## src/design/fw2d_pkg.sv

```systemverilog
// ----------------------------------------------------------------------------
// fw2d_pkg
// Shared widths, the work item carried from front to back, and a helper for
// the two-dimensional Fenwick rectangle-sum block.
// ----------------------------------------------------------------------------
package fw2d_pkg;

  // field widths fixed by the item format
  localparam int unsigned POS_W = 10;
  localparam int unsigned CRD_W = POS_W + 1;
  localparam int unsigned VAL_W = 32;
  localparam int unsigned SUM_W = 52;

  // classified work item, query corners already clamped and one-based on the far side
  typedef struct packed {
    logic             is_query;
    logic [POS_W-1:0] pos_row;
    logic [POS_W-1:0] pos_col;
    logic [VAL_W-1:0] value;
    logic [CRD_W-1:0] top_row;
    logic [CRD_W-1:0] left_col;
    logic [CRD_W-1:0] bot_row;
    logic [CRD_W-1:0] rgt_col;
  } item_t;

  // sign-extend a cell value to the sum width
  function automatic logic [SUM_W-1:0] sext_val(input logic [VAL_W-1:0] v);
    return {{(SUM_W - VAL_W){v[VAL_W-1]}}, v};
  endfunction

endpackage

```

## src/design/fw2d_front.sv

```systemverilog
// ----------------------------------------------------------------------------
// fw2d_front
// Accepts input beats, clamps query corners, drops sets outside the matrix
// and hands the classified item to the work queue.
// ----------------------------------------------------------------------------
module fw2d_front
  import fw2d_pkg::*;
#(
  parameter int unsigned SIDE = 1024
) (
  input  logic             push,
  output logic             full,
  input  logic             func_i,
  input  logic [POS_W-1:0] pos_row_i,
  input  logic [POS_W-1:0] pos_col_i,
  input  logic [VAL_W-1:0] value_i,
  input  logic [POS_W-1:0] top_row_i,
  input  logic [POS_W-1:0] left_col_i,
  input  logic [POS_W-1:0] bottom_row_i,
  input  logic [POS_W-1:0] right_col_i,
  input  logic             busy_i,
  input  logic             q_full_i,
  output logic             q_push_o,
  output item_t            q_item_o
);

  localparam logic [12:0] MAX_C  = 13'(SIDE - 1);
  localparam logic [12:0] SIDE_C = 13'(SIDE);

  function automatic logic [POS_W-1:0] clamp(input logic [POS_W-1:0] x);
    if ({3'b000, x} > MAX_C) begin
      return MAX_C[POS_W-1:0];
    end
    return x;
  endfunction

  logic accept, in_range;

  assign full     = q_full_i | busy_i;
  assign accept   = push & ~full;
  assign in_range = ({3'b000, pos_row_i} < SIDE_C) && ({3'b000, pos_col_i} < SIDE_C);

  // sets outside the matrix never reach the back end
  assign q_push_o = accept & (func_i | in_range);

  // classify and normalize the beat
  always_comb begin
    q_item_o.is_query = func_i;
    q_item_o.pos_row  = pos_row_i;
    q_item_o.pos_col  = pos_col_i;
    q_item_o.value    = value_i;
    q_item_o.top_row  = {1'b0, clamp(top_row_i)};
    q_item_o.left_col = {1'b0, clamp(left_col_i)};
    q_item_o.bot_row  = {1'b0, clamp(bottom_row_i)} + CRD_W'(1);
    q_item_o.rgt_col  = {1'b0, clamp(right_col_i)} + CRD_W'(1);
  end

endmodule

```

## config.mk

```make
export PLATFORM = sky130hd
export DESIGN_NAME = fw2d_front
export DESIGN_NICKNAME = d
export VERILOG_FILES = /design/src/design/fw2d_pkg.sv /design/src/design/fw2d_front.sv
export SDC_FILE = /design/constraint.sdc
export NUM_CORES = 1
export LEC_CHECK = 0
export BUFFER_PORTS_ARGS = -buffer_cell sky130_fd_sc_hd__buf_2
export CORE_AREA = 2 2 75 77
export DETAILED_ROUTE_END_ITERATION = 8
export DIE_AREA = 0 0 77 79
export PLACE_DENSITY = 0.62
export SLEW_MARGIN = 20
export SYNTH_ARGS = -nofsm -noshare
export SYNTH_HDL_FRONTEND = slang
export SYNTH_SLANG_ARGS = --single-unit
```

## constraint.sdc

```tcl
create_clock -name vclk -period 1.1
set_input_delay 0.11 -clock vclk [all_inputs]
set_output_delay 0.11 -clock vclk [all_outputs]
set_load 0.02 [all_outputs]
```

==> results_dict.tcl <==
set metrics [dict create \
    dieArea_mm2 0.00608 \
    maxCapViolCount 0 \
    power.static_leakage_nw 0.371 \
    slowest_delay_ns 0.26 \
    timing.setup.tns_ns 0 \
    yosys_warnings 0 \
    synth_area_per_cell_um2 7.22 \
    seqCellArea_um2 0 \
    power_frac_clock_pct 0 \
    grt_use_total_pct 4.63 \
    hold-worst-slack_ns 0.220 \
    core_mm2 0.00534 \
    final_cells 176 \
    antenna_found_initial 0 \
    outcome "finished, final reports clean" \
    postRouteAntennaNets 0 \
    p_comb_share_pct 100.0 \
    fmax_mhz 953 \
    grt_pass1_wl_mm 2.45 \
    fillers 637 \
    clock_buffers 0 \
    hold_path_class "in2out" \
    crit_chain "buf_2, nand3_2, nor4_2, xor2_1, buf_4" \
    grt_pass1_vias 553 \
    vias 604 \
    seq_area_frac_synth_pct 0 \
    p_sw_w 0.000172 \
    startpoint "bottom_row_i[3]" \
    crit_fanout 4 \
    rsz0062_at_grt "true" \
    internal_power_w 0.000128 \
    hp-start "left_col_i[3]" \
    area_growth_pct -16.6 \
    cts_hold_buf 0 \
    grt_overflow_total 0 \
    nets 204 \
    cp_slowest_cell "nor4_2" \
    place_area_um2 713 \
    peakVddDrop_v 0.000101 \
    setup_viol 0 \
    wl_mm 1.67 \
    ys_types 16 \
    io_pins 195 \
    viasPerCell 3.43 \
    antennaDiodeCount 0 \
    critPathLaunchType "input port" \
    gp_congestion 0.697 \
    io_buffers 47 \
    design.seq.count 0 \
    initial_utilization_pct 16.9 \
    cp.arrival_ns 0.94 \
    cp-end-kind "output port" \
    crit_type "in2out" \
    drive_above_1_share_pct 58.7 \
    die_x_um 77 \
    drc 0 \
    synthCells 125 \
    worstPathRequired_ns 0.99 \
    dr.pass1.iters 4 \
    p_per_area_mw_per_mm2 398 \
    hpwl_mm 1.45 \
    drtIter0Drc 17 \
    hold_viol 0 \
    cts_setup_buffers 0 \
    rows 27 \
    syn_area_um2 902 \
    dp.cells 176 \
    avgRoutedWirePerCell_um 9.49 \
    slew_violations 0 \
    final_area_um2 752 \
    die_y_um 79 \
    p_seq_share_pct 0 \
    fin_total_pwr_w 0.000299 \
    p_sw_share_pct 57.3 \
    min_period_ns 1.05 \
    grt_max_degree 6 \
    post-route-period-util_pct 95.4 \
]
## per-layer routing
metal	GRT usage, %	share of wire [%]	vias to the layer above
met5	0	0	-
met4	5.18	9.4	0
met3	2.61	17	32
met2	6.58	43	36
met1	4.45	30	255
li1	-	-	281
## cells in the mapped netlist (all sizes together)
cell   count  area [um^2]
conb       1         3.75
nor2       4         15.0
and3       3         18.8
nor4       1         12.5
ha         2         25.0
xor2       5         43.8
nand2      3         11.3
nand3      7         40.0
xnor2     11         96.3
buf       75          563
nor3       1         5.00
and4       2         17.5
nand4      4         25.0
or2        1         6.26
inv        5         18.8
## timing repair
item | 4_1_cts | 5_1_grt
pin swaps | 0 | 4
hold endpoints to repair | 0 | 0
endpoints found under the setup margin | 2 | 9
gates resized for setup | 1 | 13
## placed cells by master, fill, tap and decap left out
| cell | Yosys | layout |
|---|---|---|
| nand2_2 | 0 | 1 |
| conb_1 | 1 | 2 |
| ha_4 | 0 | 1 |
| nor3_1 | 1 | 1 |
| buf_6 | 0 | 1 |
| nor2_2 | 0 | 1 |
| nand2_1 | 3 | 2 |
| or2_2 | 1 | 1 |
| ha_2 | 0 | 1 |
| and4_1 | 2 | 1 |
| and4_4 | 0 | 1 |
| nand3_2 | 1 | 1 |
| buf_4 | 75 | 10 |
| nor4_2 | 1 | 1 |
| xnor2_1 | 11 | 11 |
| buf_2 | 0 | 42 |
| xor2_1 | 5 | 5 |
| nor2_1 | 4 | 3 |
| nand4_1 | 4 | 4 |
| and3_1 | 3 | 3 |
| nand3_1 | 6 | 6 |
| inv_1 | 5 | 5 |
## path summary, 6_finish.rpt
check                 depth (start not counted)      endpoint
worst max-delay path                          5  q_item_o[20]
worst min-delay path                          0  q_item_o[25]
## power by group through the flow
stage	Combinational (W)	Sequential [W]	Clock [W]
after floorplan	0.000543	0	0
after global placement	0.000287	0	0
after detailed placement	0.000287	0	0
after CTS	0.000288	0	0
after global routing	0.000326	0	0
final	0.000299	0	0
## cell families (layout without fill, tap and decap cells)
family	after synthesis	in the layout	share of synthesized area, %
XOR/XNOR	16	16	15.5
adder cells (fa/ha/maj)	2	2	2.77
buffers and inverters	80	58	64.5
other	1	2	0.416
AND/OR/NAND/NOR	26	26	16.8
## final cells by class
type                       instances  area, um^2  area share (%)
tap                               72        90.1            12.0
timing repair buffer              53         297            39.4
inverter                           5        18.8            2.50
multi-input combinational         46         347            46.1
## per-stage QoR
step / setup slack (ns) / utilization, %
global route: -0.0141 / 14.1
global placement: 0.00717 / 13.4
floorplan: 0.0982 / -
CTS: 0.000733 / 13.4
detailed placement: -0.0205 / 13.4
finish: 0.0506 / 14.1
## worst max-delay path: cells and delay by family
kind,cells,cell delay [ns]
xor+xnor,1,0.17
buf+inv,2,0.29
simple gates,2,0.37
(Power assumes the default switching activity.)
