$ cat src/design/fw2d_fifo.sv
// ----------------------------------------------------------------------------
// fw2d_fifo
// Small synchronous queue; drops a push when full and a pop when empty.
// ----------------------------------------------------------------------------
module fw2d_fifo #(
  parameter int unsigned WIDTH = 8,
  parameter int unsigned DEPTH = 2
) (
  input  logic             clk_i,
  input  logic             rst_ni,
  input  logic             push_i,
  input  logic [WIDTH-1:0] data_i,
  output logic             full_o,
  input  logic             pop_i,
  output logic [WIDTH-1:0] data_o,
  output logic             empty_o
);

  localparam int unsigned PW = $clog2(DEPTH);
  localparam int unsigned NW = $clog2(DEPTH + 1);
  localparam logic [PW-1:0] LAST_P = PW'(DEPTH - 1);
  localparam logic [NW-1:0] FULL_N = NW'(DEPTH);

  logic [WIDTH-1:0] mem_q [DEPTH];
  logic [PW-1:0]    wr_q, wr_d, rd_q, rd_d;
  logic [NW-1:0]    cnt_q, cnt_d;
  logic             do_push, do_pop;

  assign full_o  = (cnt_q == FULL_N);
  assign empty_o = (cnt_q == '0);
  assign do_push = push_i & ~full_o;
  assign do_pop  = pop_i & ~empty_o;
  assign data_o  = mem_q[rd_q];

  // pointer and fill count update
  always_comb begin
    wr_d  = do_push ? ((wr_q == LAST_P) ? '0 : wr_q + PW'(1)) : wr_q;
    rd_d  = do_pop ? ((rd_q == LAST_P) ? '0 : rd_q + PW'(1)) : rd_q;
    cnt_d = cnt_q;
    if (do_push && !do_pop) begin
      cnt_d = cnt_q + NW'(1);
    end else if (do_pop && !do_push) begin
      cnt_d = cnt_q - NW'(1);
    end
  end

  always_ff @(posedge clk_i or negedge rst_ni) begin
    if (!rst_ni) begin
      wr_q  <= '0;
      rd_q  <= '0;
      cnt_q <= '0;
    end else begin
      wr_q  <= wr_d;
      rd_q  <= rd_d;
      cnt_q <= cnt_d;
    end
  end

  // entry storage
  always_ff @(posedge clk_i) begin
    if (do_push) begin
      mem_q[wr_q] <= data_i;
    end
  end

endmodule

$ cat config.mk
export PLATFORM = sky130hd
export DESIGN_NAME = fw2d_fifo
export DESIGN_NICKNAME = d
export VERILOG_FILES = /design/src/design/fw2d_fifo.sv
export SDC_FILE = /design/constraint.sdc
export NUM_CORES = 1
export LEC_CHECK = 0
export ABC_AREA = 1
export BUFFER_PORTS_ARGS = -buffer_cell sky130_fd_sc_hd__buf_2
export CORE_UTILIZATION = 53
export DETAILED_ROUTE_END_ITERATION = 10
export GPL_ROUTABILITY_DRIVEN = 0
export GPL_TIMING_DRIVEN = 0
export PLACE_DENSITY = 0.81
export SYNTH_ARGS = -nofsm -noshare
export SYNTH_HDL_FRONTEND = slang
export SYNTH_SLANG_ARGS = --single-unit
$ cat constraint.sdc
create_clock -name clk_i -period 3.25 [get_ports clk_i]
set_input_delay 0.325 -clock clk_i [delete_from_list [all_inputs] [get_ports clk_i]]
set_output_delay 0.325 -clock clk_i [all_outputs]
set_load 0.03 [all_outputs]
==> summary.md, run 1 <==
| Metric | Value |
|---|---|
| Port-buffer cells | `21` |
| Endpoints failing hold | `0` |
| Total setup violations reported at the end of the flow | `0` |
| Final slew viol count | `0` |
| Fraction of power consumed by sequential logic | `42.1%` |
| Clk_lat worst skew | `between 0.2 and 0.3 ns` |
| Kind of start point of the critical path | `flop` |
| Tightest slew margin relative to the limit | `about 53%` |
| Leftover overflow at the end of global routing | `0` |
| Areal power density over the cells | `between 900 and 1000 mW/mm^2` |
| Buf/Inv on CP | `3` |
| R2r endpoint | `mem_q[1][0]` |
| Drc violations | `0` |
| Fraction of registers with async set/reset | `20.00%` |
| Global-route usage over all layers | `between 20% and 30%` |
| Wire length per cell | `between 10 and 15 um` |
| Worst EP arrival | `1.32 ns` |
| Final Critical Period | `roughly 1.6 ns` |
| Starting utilization of the core area | `59.25%` |
| Iteration count of the initial detailed-routing pass | `4` |
| Pin count of the biggest net entering global routing | `12` |
| Number of DRC violations after detailed-routing iteration 0 | `28` |
| Smallest hold slack | `around 0.22 ns` |
| Switching power as a share of total power | `43.74%` |
| Total CTS buffers | `3` |
| Post-synth EDFFs | `16` |
| Startpoint of the tightest hold check path | `data_i[5]` |
| Die Span X | `41.08 um` |
| Cells along the critical path | `buf_2 > inv_2 > nand2_1 > nand2_1 > buf_2` |
| Top Family by Delay on Critical Path | `buffers and inverters` |
| Peak Freq | `609.3 MHz` |
| Warnings from Yosys | `0` |
| I/O pin count | `22` |
| Depth of the worst register-to-register path | `3` |
| Run status | `finished clean` |
| Worst-margin pin slew | `slightly above 0.7 ns` |
| Setup repair after global routing missed its margin | `no` |
| Power spent charging and discharging nets | `roughly 0.41 mW` |
| Placement Rows | `13` |
| Cell internal pwr | `approximately 0.52 mW` |
| Worst-case vdd ir drop | `544.8 uV` |
| Post CTS Setup Buffer Count | `0` |
| Synthesized net count | `86` |
| Gate count of the mapped netlist | `73` |
| Deepest clock path buffer count | `2` |
| Register bit count reported by yosys | `20` |
| Cell Area, Synth | `just over 800 um^2` |
| Fraction of final layout cells sized beyond drive strength 1 | `between 20% and 30%` |
| Portion of total power attributed to combinational logic | `45.3%` |
| Clock slew seen by the registers of the worst setup and hold paths | `roughly 0.1 ns` |
| Height of the chip | `~41 um` |
| Core area | `about 0.0014 mm^2` |
| R2R Setup Slk | `1.66 ns` |
| Setup tns final | `0 ns` |
| WHS Path Cells | `1` |
| Clock share of power | `12.6%` |
| Max capacitance violation total | `0` |
| Leading post-synthesis cells by instance count | `nand2_1, edfxtp_1, inv_1` |
| Final-layout fill cell count | `~110` |
| Number of nets at the end of the flow | `113` |
| FF-to-FF Start | `cnt_q[1]` |
| Share of the clock period used by the worst path after layout | `50.50%` |
| Worst setup EP type | `output pin` |
| Antenna diodes | `0` |
| Type of the most critical hold path | `in2reg` |
| H-tree depth reported by CTS | `1` |
| Count of cell types in the netlist | `14` |
| Largest incremental delay on the critical path | `0.38 ns` |
| Number of antenna violations at the first check in global routing | `0` |
| Total clock sinks | `20` |
| Antenna viol nets, final | `0` |
| Synth-to-Final Area Change | `19.78%` |
| Utilization of the core after routing | `70.97%` |
| Total Routed Length | `1.428 mm` |
| Routed via count | `about 580` |
| CTS tree | `done` |
| Lkg Pwr | `between 0.4 and 0.5 nW` |
| Per-instance average area after synthesis | `~11 um^2` |
| Largest cells by area after synthesis | `edfxtp_1, nand2_1, dfrtp_1` |
| Number of global-route vias before repair | `a little over 500` |
| Placed Instance Area | `just over 900 um^2` |
| Die Footprint | `between 0.0015 and 0.002 mm^2` |
| Wire length of the first global-routing pass | `between 2 and 2.5 mm` |
| Terminating pin of the worst hold path | `mem_q[0][5]` |
| Cell type of the slowest stage on the worst timing path | `dfrtp_1` |
| Sequential share of the synthesized area | `between 70 and 80%` |
| Crit path max fanout | `10` |
| Number of vias per cell | `between 5 and 6` |
| Crit Path Class | `reg2out` |
| Layout Cell Area excl Fill | `approximately 970 um^2` |
| Critical Path RT | `2.92 ns` |
| Dominant cell type by area after synthesis | `edfxtp_1` |
| Flip-flop cell with the highest count after synthesis | `edfxtp_1` |
| Half-perimeter wire length of the detailed placement result | `1.049 mm` |
| Clock root buffer | `clkbuf_4` |
| Post-synth top area share | `just under 60%` |
| Fin Clk Skew | `around 0.0062 ns` |
| Most frequent cell after synthesis | `nand2_1` |
-- registers in the layout, indices dropped and copies added, names as in the netlist --
signal,flops
mem_q,16
wr_q,1
rd_q,1
cnt_q,2
-- repair_timing --
item | 4_1_cts | 5_1_grt
resized for setup | 0 | 0
endpoints found under the hold margin | 4 | 0
hold buffers | 1 | 0
-- metrics by stage --
stage          instances  setup WS [ns]  total power [mW]
2_1_floorplan         73          1.771            0.7011
3_3_place_gp         109          1.709            0.8010
3_5_place_dp         109          1.684            0.8208
4_1_cts              114          1.588            0.9357
5_1_grt              114          1.510            0.9962
6_report             114          1.609            0.9311
-- cell type report --
class	count	area, um^2	share of cell area [%]
multi-input cells	44	193.9	20.00
inverters	8	30.03	3.097
plain buffers	1	5.005	0.5161
well taps	15	18.77	1.935
flip-flops and latches	20	580.6	59.87
clock buffers	4	26.28	2.710
repair buffers	22	115.1	11.87
-- worst max-delay path by stage --
stage | start | to | slack, ns | cells after the start
global route | rd_q | data_o[3] | 1.51 | 5
CTS | rd_q | data_o[1] | 1.59 | 5
detailed placement | cnt_q[0] | mem_q[1][0] | 1.68 | 2
finish | rd_q | data_o[1] | 1.61 | 5
floorplan | cnt_q[0] | cnt_q[1] | 1.77 | 7
global placement | cnt_q[1] | mem_q[1][2] | 1.71 | 3
-- cells by family after synthesis --
family,after synthesis,synth area share (%)
buffers and inverters,9,4.327
DFF,20,71.72
and+or+nand+nor,40,20.09
xor gates and xnor gates,1,1.082
AOI/OAI and AO/OA,2,1.237
adders and majority gates,1,1.545
-- layout by cell type (no fill, tap or decap), types with 2 or more instances in the layout --
master	count
nand2_1	33
buf_2	22
edfxtp_1	16
inv_1	7
dfrtp_1	4
clkbuf_4	3
nor2_1	2
nor2_2	2
o21ai_0	2
-- worst register-to-register path, delay by kind of cell, from the launching register on --
family                 cells  cell delay (ns)
AOI/OAI and AO/OA          1             0.11
buffers and inverters      1             0.13
DFF                        1             0.42
and+or+nand+nor            1             0.56
-- metal layers --
| metal | part of all wire (%) | global-route usage (%) |
|---|---|---|
| met5 | 0 | 0 |
| met4 | 0.35 | 7.500 |
| met3 | 7.1 | 3.804 |
| met2 | 51 | 37.50 |
| met1 | 41 | 21.74 |
-- power by group through the flow --
stage          sequential, mW  clock [mW]  combinational (mW)
5_1_grt                 0.397       0.127               0.472
2_1_floorplan           0.386           0               0.315
3_3_place_gp            0.391           0               0.410
6_report                0.392       0.118               0.422
4_1_cts                 0.393       0.119               0.424
3_5_place_dp            0.398           0               0.423
(Power assumes the default switching activity.)
==> inputs of run 2 (changes only) <==
--- a/config.mk
+++ b/config.mk
@@ -7,11 +7,11 @@
 export LEC_CHECK = 0
 export ABC_AREA = 1
 export BUFFER_PORTS_ARGS = -buffer_cell sky130_fd_sc_hd__buf_2
-export CORE_UTILIZATION = 53
+export CORE_UTILIZATION = 44
 export DETAILED_ROUTE_END_ITERATION = 10
 export GPL_ROUTABILITY_DRIVEN = 0
 export GPL_TIMING_DRIVEN = 0
-export PLACE_DENSITY = 0.81
+export PLACE_DENSITY = 0.71
 export SYNTH_ARGS = -nofsm -noshare
 export SYNTH_HDL_FRONTEND = slang
 export SYNTH_SLANG_ARGS = --single-unit
==> constraint.sdc (replaced) <==
create_clock -name clk_i -period 1.4 [get_ports clk_i]
set_input_delay 0.14 -clock clk_i [delete_from_list [all_inputs] [get_ports clk_i]]
set_output_delay 0.14 -clock clk_i [all_outputs]
set_load 0.03 [all_outputs]
==> summary.md, run 2 (synthesis results as in run 1) <==
| Metric | Value |
|---|---|
| Total setup violations reported at the end of the flow | `0 (unchanged)` |
| Drc violations | `0 (unchanged)` |
| Wire length of the first global-routing pass | `2.208 mm (was 2.090 mm)` |
| Utilization of the core after routing | `63.84% (was 70.97%)` |
| Final-layout fill cell count | `157 (was 111)` |
| Share of the clock period used by the worst path after layout | `between 90% and 100%` |
| Crit path max fanout | `6 (was 10)` |
| Number of DRC violations after detailed-routing iteration 0 | `19 (was 28)` |
| Most flops, register | `mem_q (unchanged)` |
| FF-to-FF Start | `cnt_q[1] (unchanged)` |
| Layout Cell Area excl Fill | `0.001102 mm^2 (was 969.7 um^2)` |
| Total CTS buffers | `3 (unchanged)` |
| Starting utilization of the core area | `46.88% (was 59.25%)` |
| Height of the chip | `44.90 um (was 41.08 um)` |
| Synth-to-Final Area Change | `36.17% (was 19.78%)` |
| Global-route usage over all layers | `15.99% (was 20.00%)` |
| Final Critical Period | `1.341 ns` |
| Pin count of the biggest net entering global routing | `12 (unchanged)` |
| Port-buffer cells | `21 (unchanged)` |
| Total clock sinks | `20 (unchanged)` |
| Worst-margin pin slew | `0.2657 ns (was 0.7085 ns)` |
| Number of antenna violations at the first check in global routing | `0 (unchanged)` |
| Kind of start point of the critical path | `flop (unchanged)` |
| Critical Path RT | `1.26 ns (was 2.92 ns)` |
| Antenna viol nets, final | `0 (unchanged)` |
| Clock root buffer | `clkbuf_4 (unchanged)` |
| Setup tns final | `0 ns (unchanged)` |
| Leading cell type in the layout, fill and taps excluded | `nand2_1 (unchanged)` |
| Startpoint of the tightest hold check path | `data_i[7] (was data_i[5])` |
| Total power draw | `2.473 mW (was 0.9311 mW)` |
| Max capacitance violation total | `0 (unchanged)` |
| Routed via count | `602 (was 578)` |
| Fin Clk Skew | `0.0009355 ns (was 0.006189 ns)` |
| Placed Instance Area | `950.9 um^2 (was 933.4 um^2)` |
| Type of the most critical hold path | `in2reg (unchanged)` |
| Tightest slew margin relative to the limit | `82.10% (was 52.59%)` |
| Lkg Pwr | `0.4986 nW (was 0.4680 nW)` |
| Die Span X | `44.90 um (was 41.08 um)` |
| Antenna diodes | `0 (unchanged)` |
| Areal power density over the cells | `2243 mW/mm^2 (was 960.3 mW/mm^2)` |
| Leading cell types in the layout, fill and taps excluded | `nand2_1, edfxtp_1, buf_2 (was nand2_1, buf_2, edfxtp_1)` |
| Endpoints failing hold | `0 (unchanged)` |
| Clock slew seen by the registers of the worst setup and hold paths | `0.10 ns (about the same)` |
| Run status | `finished clean (unchanged)` |
| Number of global-route vias before repair | `551 (was 509)` |
| Placement Rows | `15 (was 13)` |
| Half-perimeter wire length of the detailed placement result | `968.8 um (was 1.049 mm)` |
| R2r endpoint | `mem_q[0][6] (was mem_q[1][0])` |
| Worst EP arrival | `1.20 ns (was 1.32 ns)` |
| Worst-case vdd ir drop | `1168 uV (was 544.8 uV)` |
| Number of vias per cell | `4.631 (was 5.070)` |
| Flip-flop count of the largest register, all copies and words added | `16 (unchanged)` |
| I/O pin count | `22 (unchanged)` |
| Die Footprint | `0.002016 mm^2 (was 0.001688 mm^2)` |
| WHS Path Cells | `1 (unchanged)` |
| H-tree depth reported by CTS | `1 (unchanged)` |
| Deepest clock path buffer count | `2 (unchanged)` |
| Terminating pin of the worst hold path | `mem_q[0][7] (was mem_q[0][5])` |
| Core area | `0.001727 mm^2 (was 0.001366 mm^2)` |
| Worst setup EP type | `output pin (unchanged)` |
| Setup repair after global routing missed its margin | `yes (was no)` |
| Fraction of final layout cells sized beyond drive strength 1 | `38.10% (was 28.28%)` |
| Peak Freq | `roughly 750 MHz` |
| Leftover overflow at the end of global routing | `0 (unchanged)` |
| R2R Setup Slk | `0.09 ns (was 1.66 ns)` |
| Total Routed Length | `1.409 mm (was 1.428 mm)` |
| Number of nets at the end of the flow | `119 (was 113)` |
| Crit Path Class | `reg2out (unchanged)` |
| Biggest registers after layout | `mem_q (16), cnt_q (2) (unchanged)` |
| Iteration count of the initial detailed-routing pass | `4 (unchanged)` |
| Depth of the worst register-to-register path | `5 (was 3)` |
| CTS tree | `done (unchanged)` |
| Clk_lat worst skew | `0.28 ns (was 0.29 ns)` |
| Wire length per cell | `10.84 um (was 12.53 um)` |
| Final slew viol count | `0 (unchanged)` |
run 2: cell types whose count changed in the layout (fill, tap and decap cells not counted), sizes merged:
cell	before	now
buf	22	26
clkinv	0	1
clkinvlp	0	2
inv	8	7
run 2: how the worst max path moves through the flow:
stage,startpoint,slack [ns],endpoint
6_report,rd_q,0.06,data_o[3]
5_1_grt,rd_q,-0.04,data_o[3]
4_1_cts,cnt_q[1],0.0005,mem_q[0][6]
3_5_place_dp,cnt_q[1],-0.20,mem_q[1][3]
3_3_place_gp,cnt_q[1],-0.19,mem_q[1][6]
2_1_floorplan,cnt_q[0],0.02,cnt_q[1]
run 2: where the power goes:
group / leakage (nW) / switching [mW] / internal [mW]
Sequential: 0.196 / 0.0991 / 0.829
Clock: 0.0154 / 0.157 / 0.103
Combinational: 0.287 / 0.783 / 0.502
Total: 0.499 / 1.04 / 1.43
run 2: metal layers:
metal / part of all wire (%) / routed length, um / GRT usage (%)
met1: 42 / 598 / 19.57
met2: 52 / 736 / 26.76
met3: 4.5 / 63 / 5.200
met4: 0.85 / 12 / 5.455
met5: 0 / 0 / 0
run 2: critical path, cell delays in order, from the launching register on:
cell	delay, ns
dfrtp_1	0.39
buf_6	0.15
clkinvlp_4	0.11
nand2_1	0.07
nand2_1	0.05
buf_4	0.16
run 2: final cells by class:
cell class | count | area (um^2) | area share (%)
plain buffers | 1 | 11.26 | 1.022
repair buffers | 27 | 185.2 | 16.80
clock inverters | 1 | 3.754 | 0.3405
inverters | 8 | 36.28 | 3.292
clock buffers | 3 | 22.52 | 2.043
well taps | 25 | 31.28 | 2.838
repair inverters | 1 | 7.507 | 0.6810
flip-flops and latches | 20 | 581.8 | 52.78
multi-input cells | 44 | 222.7 | 20.20
run 2: stage by stage:
step | std cells | hold slack (ns) | setup WS (ns)
after floorplan | 73 | -0.1556 | 0.01917
after global placement | 119 | -0.05209 | -0.1861
after detailed placement | 119 | -0.04795 | -0.2016
after CTS | 128 | 0.02876 | 0.0005359
after global routing | 130 | 0.01526 | -0.04152
final | 130 | 0.03764 | 0.05931
run 2: repair_timing:
item,in CTS,in global routing
setup endpoints to repair,17,22
hold endpoints to repair,4,0
pin swaps,1,3
hold buffers,1,0
gates resized for setup,6,23
setup buffers,3,1
cloned,1,1
==> inputs of run 3 (changes only) <==
--- a/config.mk
+++ b/config.mk
@@ -7,11 +7,11 @@
 export LEC_CHECK = 0
 export ABC_AREA = 1
 export BUFFER_PORTS_ARGS = -buffer_cell sky130_fd_sc_hd__buf_2
-export CORE_UTILIZATION = 44
+export CORE_ASPECT_RATIO = 0.7
+export CORE_UTILIZATION = 34
 export DETAILED_ROUTE_END_ITERATION = 10
 export GPL_ROUTABILITY_DRIVEN = 0
 export GPL_TIMING_DRIVEN = 0
-export PLACE_DENSITY = 0.71
 export SYNTH_ARGS = -nofsm -noshare
 export SYNTH_HDL_FRONTEND = slang
 export SYNTH_SLANG_ARGS = --single-unit
==> summary.md, run 3 (synthesis results as in run 1) <==
| Metric | Value |
|---|---|
| Number of DRC violations after detailed-routing iteration 0 | `13 (was 19)` |
| Max capacitance violation total | `0 (unchanged)` |
| Final slew viol count | `0 (unchanged)` |
| Worst-margin pin slew | `0.3026 ns (was 0.2657 ns)` |
| Final Critical Period | `1.343 ns (was 1.341 ns)` |
| Deepest clock path buffer count | `2 (unchanged)` |
| Number of antenna violations at the first check in global routing | `0 (unchanged)` |
| Critical Path RT | `1.26 ns (about the same)` |
| Number of vias per cell | `4.246 (was 4.631)` |
| Pin count of the biggest net entering global routing | `13 (was 12)` |
| Worst setup EP type | `output pin (unchanged)` |
| Iteration count of the initial detailed-routing pass | `4 (unchanged)` |
| Worst-case setup slack after placement | `-0.2518 ns (was -0.2016 ns)` |
| Total setup violations reported at the end of the flow | `0 (unchanged)` |
| Synth-to-Final Area Change | `45.13% (was 36.17%)` |
| Clk_lat worst skew | `0.30 ns (was 0.28 ns)` |
| Type of the most critical hold path | `in2reg (unchanged)` |
| Endpoints failing hold | `0 (unchanged)` |
| Flip-flop count of the largest register, all copies and words added | `16 (unchanged)` |
| Utilization of the core after routing | `53.66% (was 63.84%)` |
| Fraction of final layout cells sized beyond drive strength 1 | `41.51% (was 38.10%)` |
| Non-filler cells in the finished layout | `138 (was 130)` |
| Crit path max fanout | `8 (was 6)` |
| Tightest slew margin relative to the limit | `79.69% (was 82.10%)` |
| I/O pin count | `22 (unchanged)` |
| Worst path setup slack after routing | `0.05669 ns (was 0.05931 ns)` |
| Number of nets at the end of the flow | `120 (was 119)` |
| Die Span X | `60.32 um (was 44.90 um)` |
| Worst setup path start | `rd_q (unchanged)` |
| Fin Clk Skew | `0.006625 ns (was 0.0009355 ns)` |
| FF-to-FF Start | `cnt_q[1] (unchanged)` |
| Half-perimeter wire length of the detailed placement result | `1.062 mm (was 968.8 um)` |
| Peak Freq | `744.4 MHz (was 745.9 MHz)` |
| Areal power density over the cells | `2312 mW/mm^2 (was 2243 mW/mm^2)` |
| Wire length of the first global-routing pass | `2.228 mm (was 2.208 mm)` |
| Core area | `0.002190 mm^2 (was 0.001727 mm^2)` |
| Crit Path Class | `reg2out (unchanged)` |
| Total Routed Length | `1.484 mm (was 1.409 mm)` |
| Total CTS buffers | `3 (unchanged)` |
| Most flops, register | `mem_q (unchanged)` |
| Leading cell types in the layout, fill and taps excluded | `nand2_1, buf_2, edfxtp_1 (was nand2_1, edfxtp_1, buf_2)` |
| Placement Rows | `14 (was 15)` |
| Antenna viol nets, final | `0 (unchanged)` |
| Height of the chip | `42.83 um (was 44.90 um)` |
| Kind of start point of the critical path | `flop (unchanged)` |
| CTS tree | `done (unchanged)` |
| Worst EP arrival | `1.20 ns (about the same)` |
| Routed via count | `586 (was 602)` |
| Leftover overflow at the end of global routing | `0 (unchanged)` |
| Worst-case vdd ir drop | `1046 uV (was 1168 uV)` |
| Lkg Pwr | `0.5219 nW (was 0.4986 nW)` |
| Clock root buffer | `clkbuf_4 (unchanged)` |
| Clock slew seen by the registers of the worst setup and hold paths | `0.10 ns (about the same)` |
| Instance count after placement with tap cells included | `126 (was 119)` |
| Total clock sinks | `20 (unchanged)` |
| Final-layout fill cell count | `204 (was 157)` |
| Port-buffer cells | `21 (unchanged)` |
| Die Footprint | `0.002583 mm^2 (was 0.002016 mm^2)` |
| Run status | `finished clean (unchanged)` |
| Biggest registers after layout | `mem_q (16), cnt_q (2) (unchanged)` |
| Share of the clock period used by the worst path after layout | `95.95% (was 95.76%)` |
| Drc violations | `0 (unchanged)` |
| Startpoint of the tightest hold check path | `data_i[3] (was data_i[7])` |
| Wire length per cell | `10.75 um (was 10.84 um)` |
| Setup repair after global routing missed its margin | `yes (unchanged)` |
| Antenna diodes | `0 (unchanged)` |
| Starting utilization of the core area | `36.97% (was 46.88%)` |
| Global-route usage over all layers | `12.57% (was 15.99%)` |
| Number of global-route vias before repair | `520 (was 551)` |
| H-tree depth reported by CTS | `1 (unchanged)` |
| Leading cell type in the layout, fill and taps excluded | `nand2_1 (unchanged)` |
## run 3: worst paths after layout
path                                to  cells after the start  slack [ns]
max                          data_o[5]                      5        0.06
min                        mem_q[1][3]                      1        0.03
max reg2reg                   cnt_q[1]                      8        0.12
min reg2reg                       wr_q                      2        0.50
max in group asynchronous     cnt_q[0]                      2        1.09
min in group asynchronous     cnt_q[1]                      2        0.16
## run 3: metrics by stage
stage | instance area (um^2) | hold slack [ns] | TNS, ns | power [mW]
floorplan | 814.5 | -0.1556 | 0 | 1.643
global placement | 959.7 | -0.04433 | -1.739 | 1.904
detailed placement | 959.7 | -0.04464 | -2.018 | 1.929
CTS | 1056 | 0.01602 | 0 | 2.494
global route | 1175 | 0.002027 | -0.04062 | 2.895
finish | 1175 | 0.03159 | 0 | 2.716
## run 3: critical path, cell delays in order, from the launching register on
cell	delay [ns]
dfrtp_1	0.39
buf_6	0.15
buf_12	0.12
nand2_1	0.05
nand2_1	0.05
buf_2	0.17
## run 3: metal layers
metal | global-route usage [%] | up-vias | part of all wire [%]
met5 | 0 | - | 0
met4 | 2.791 | 0 | 0
met3 | 6.402 | 0 | 4.9
met2 | 19.12 | 16 | 48
met1 | 15.90 | 264 | 47
li1 | - | 306 | -
## run 3: where the power goes
part           internal (mW)  total (mW)  switching, mW  leakage, nW
clock network          0.289       0.458          0.168       0.0279
logic                  0.519        1.33          0.809        0.299
registers              0.832       0.930         0.0987        0.195
total                   1.64        2.72           1.08        0.522
## run 3: cell type report
class                      instances  area (um^2)  share of cell area [%]
inverter                           8        35.03                   2.982
tap                               32        40.04                   3.408
clock inverter                     1        30.03                   2.556
multi-input combinational         44        237.7                   20.23
clock buffer                       3        22.52                   1.917
timing repair buffer              28        207.7                   17.68
buffer                             1        11.26                  0.9585
sequential                        20        583.1                   49.63
timing repair inverter             1        7.507                  0.6390
## run 3: repair_timing
action / 4_1_cts / 5_1_grt
gates cloned: 1 / 0
hold buffers: 1 / 3
setup buffers: 1 / 2
pin swaps: 0 / 2
hold endpoints to repair: 4 / 5
resized for setup: 8 / 24
setup endpoints to repair: 25 / 17
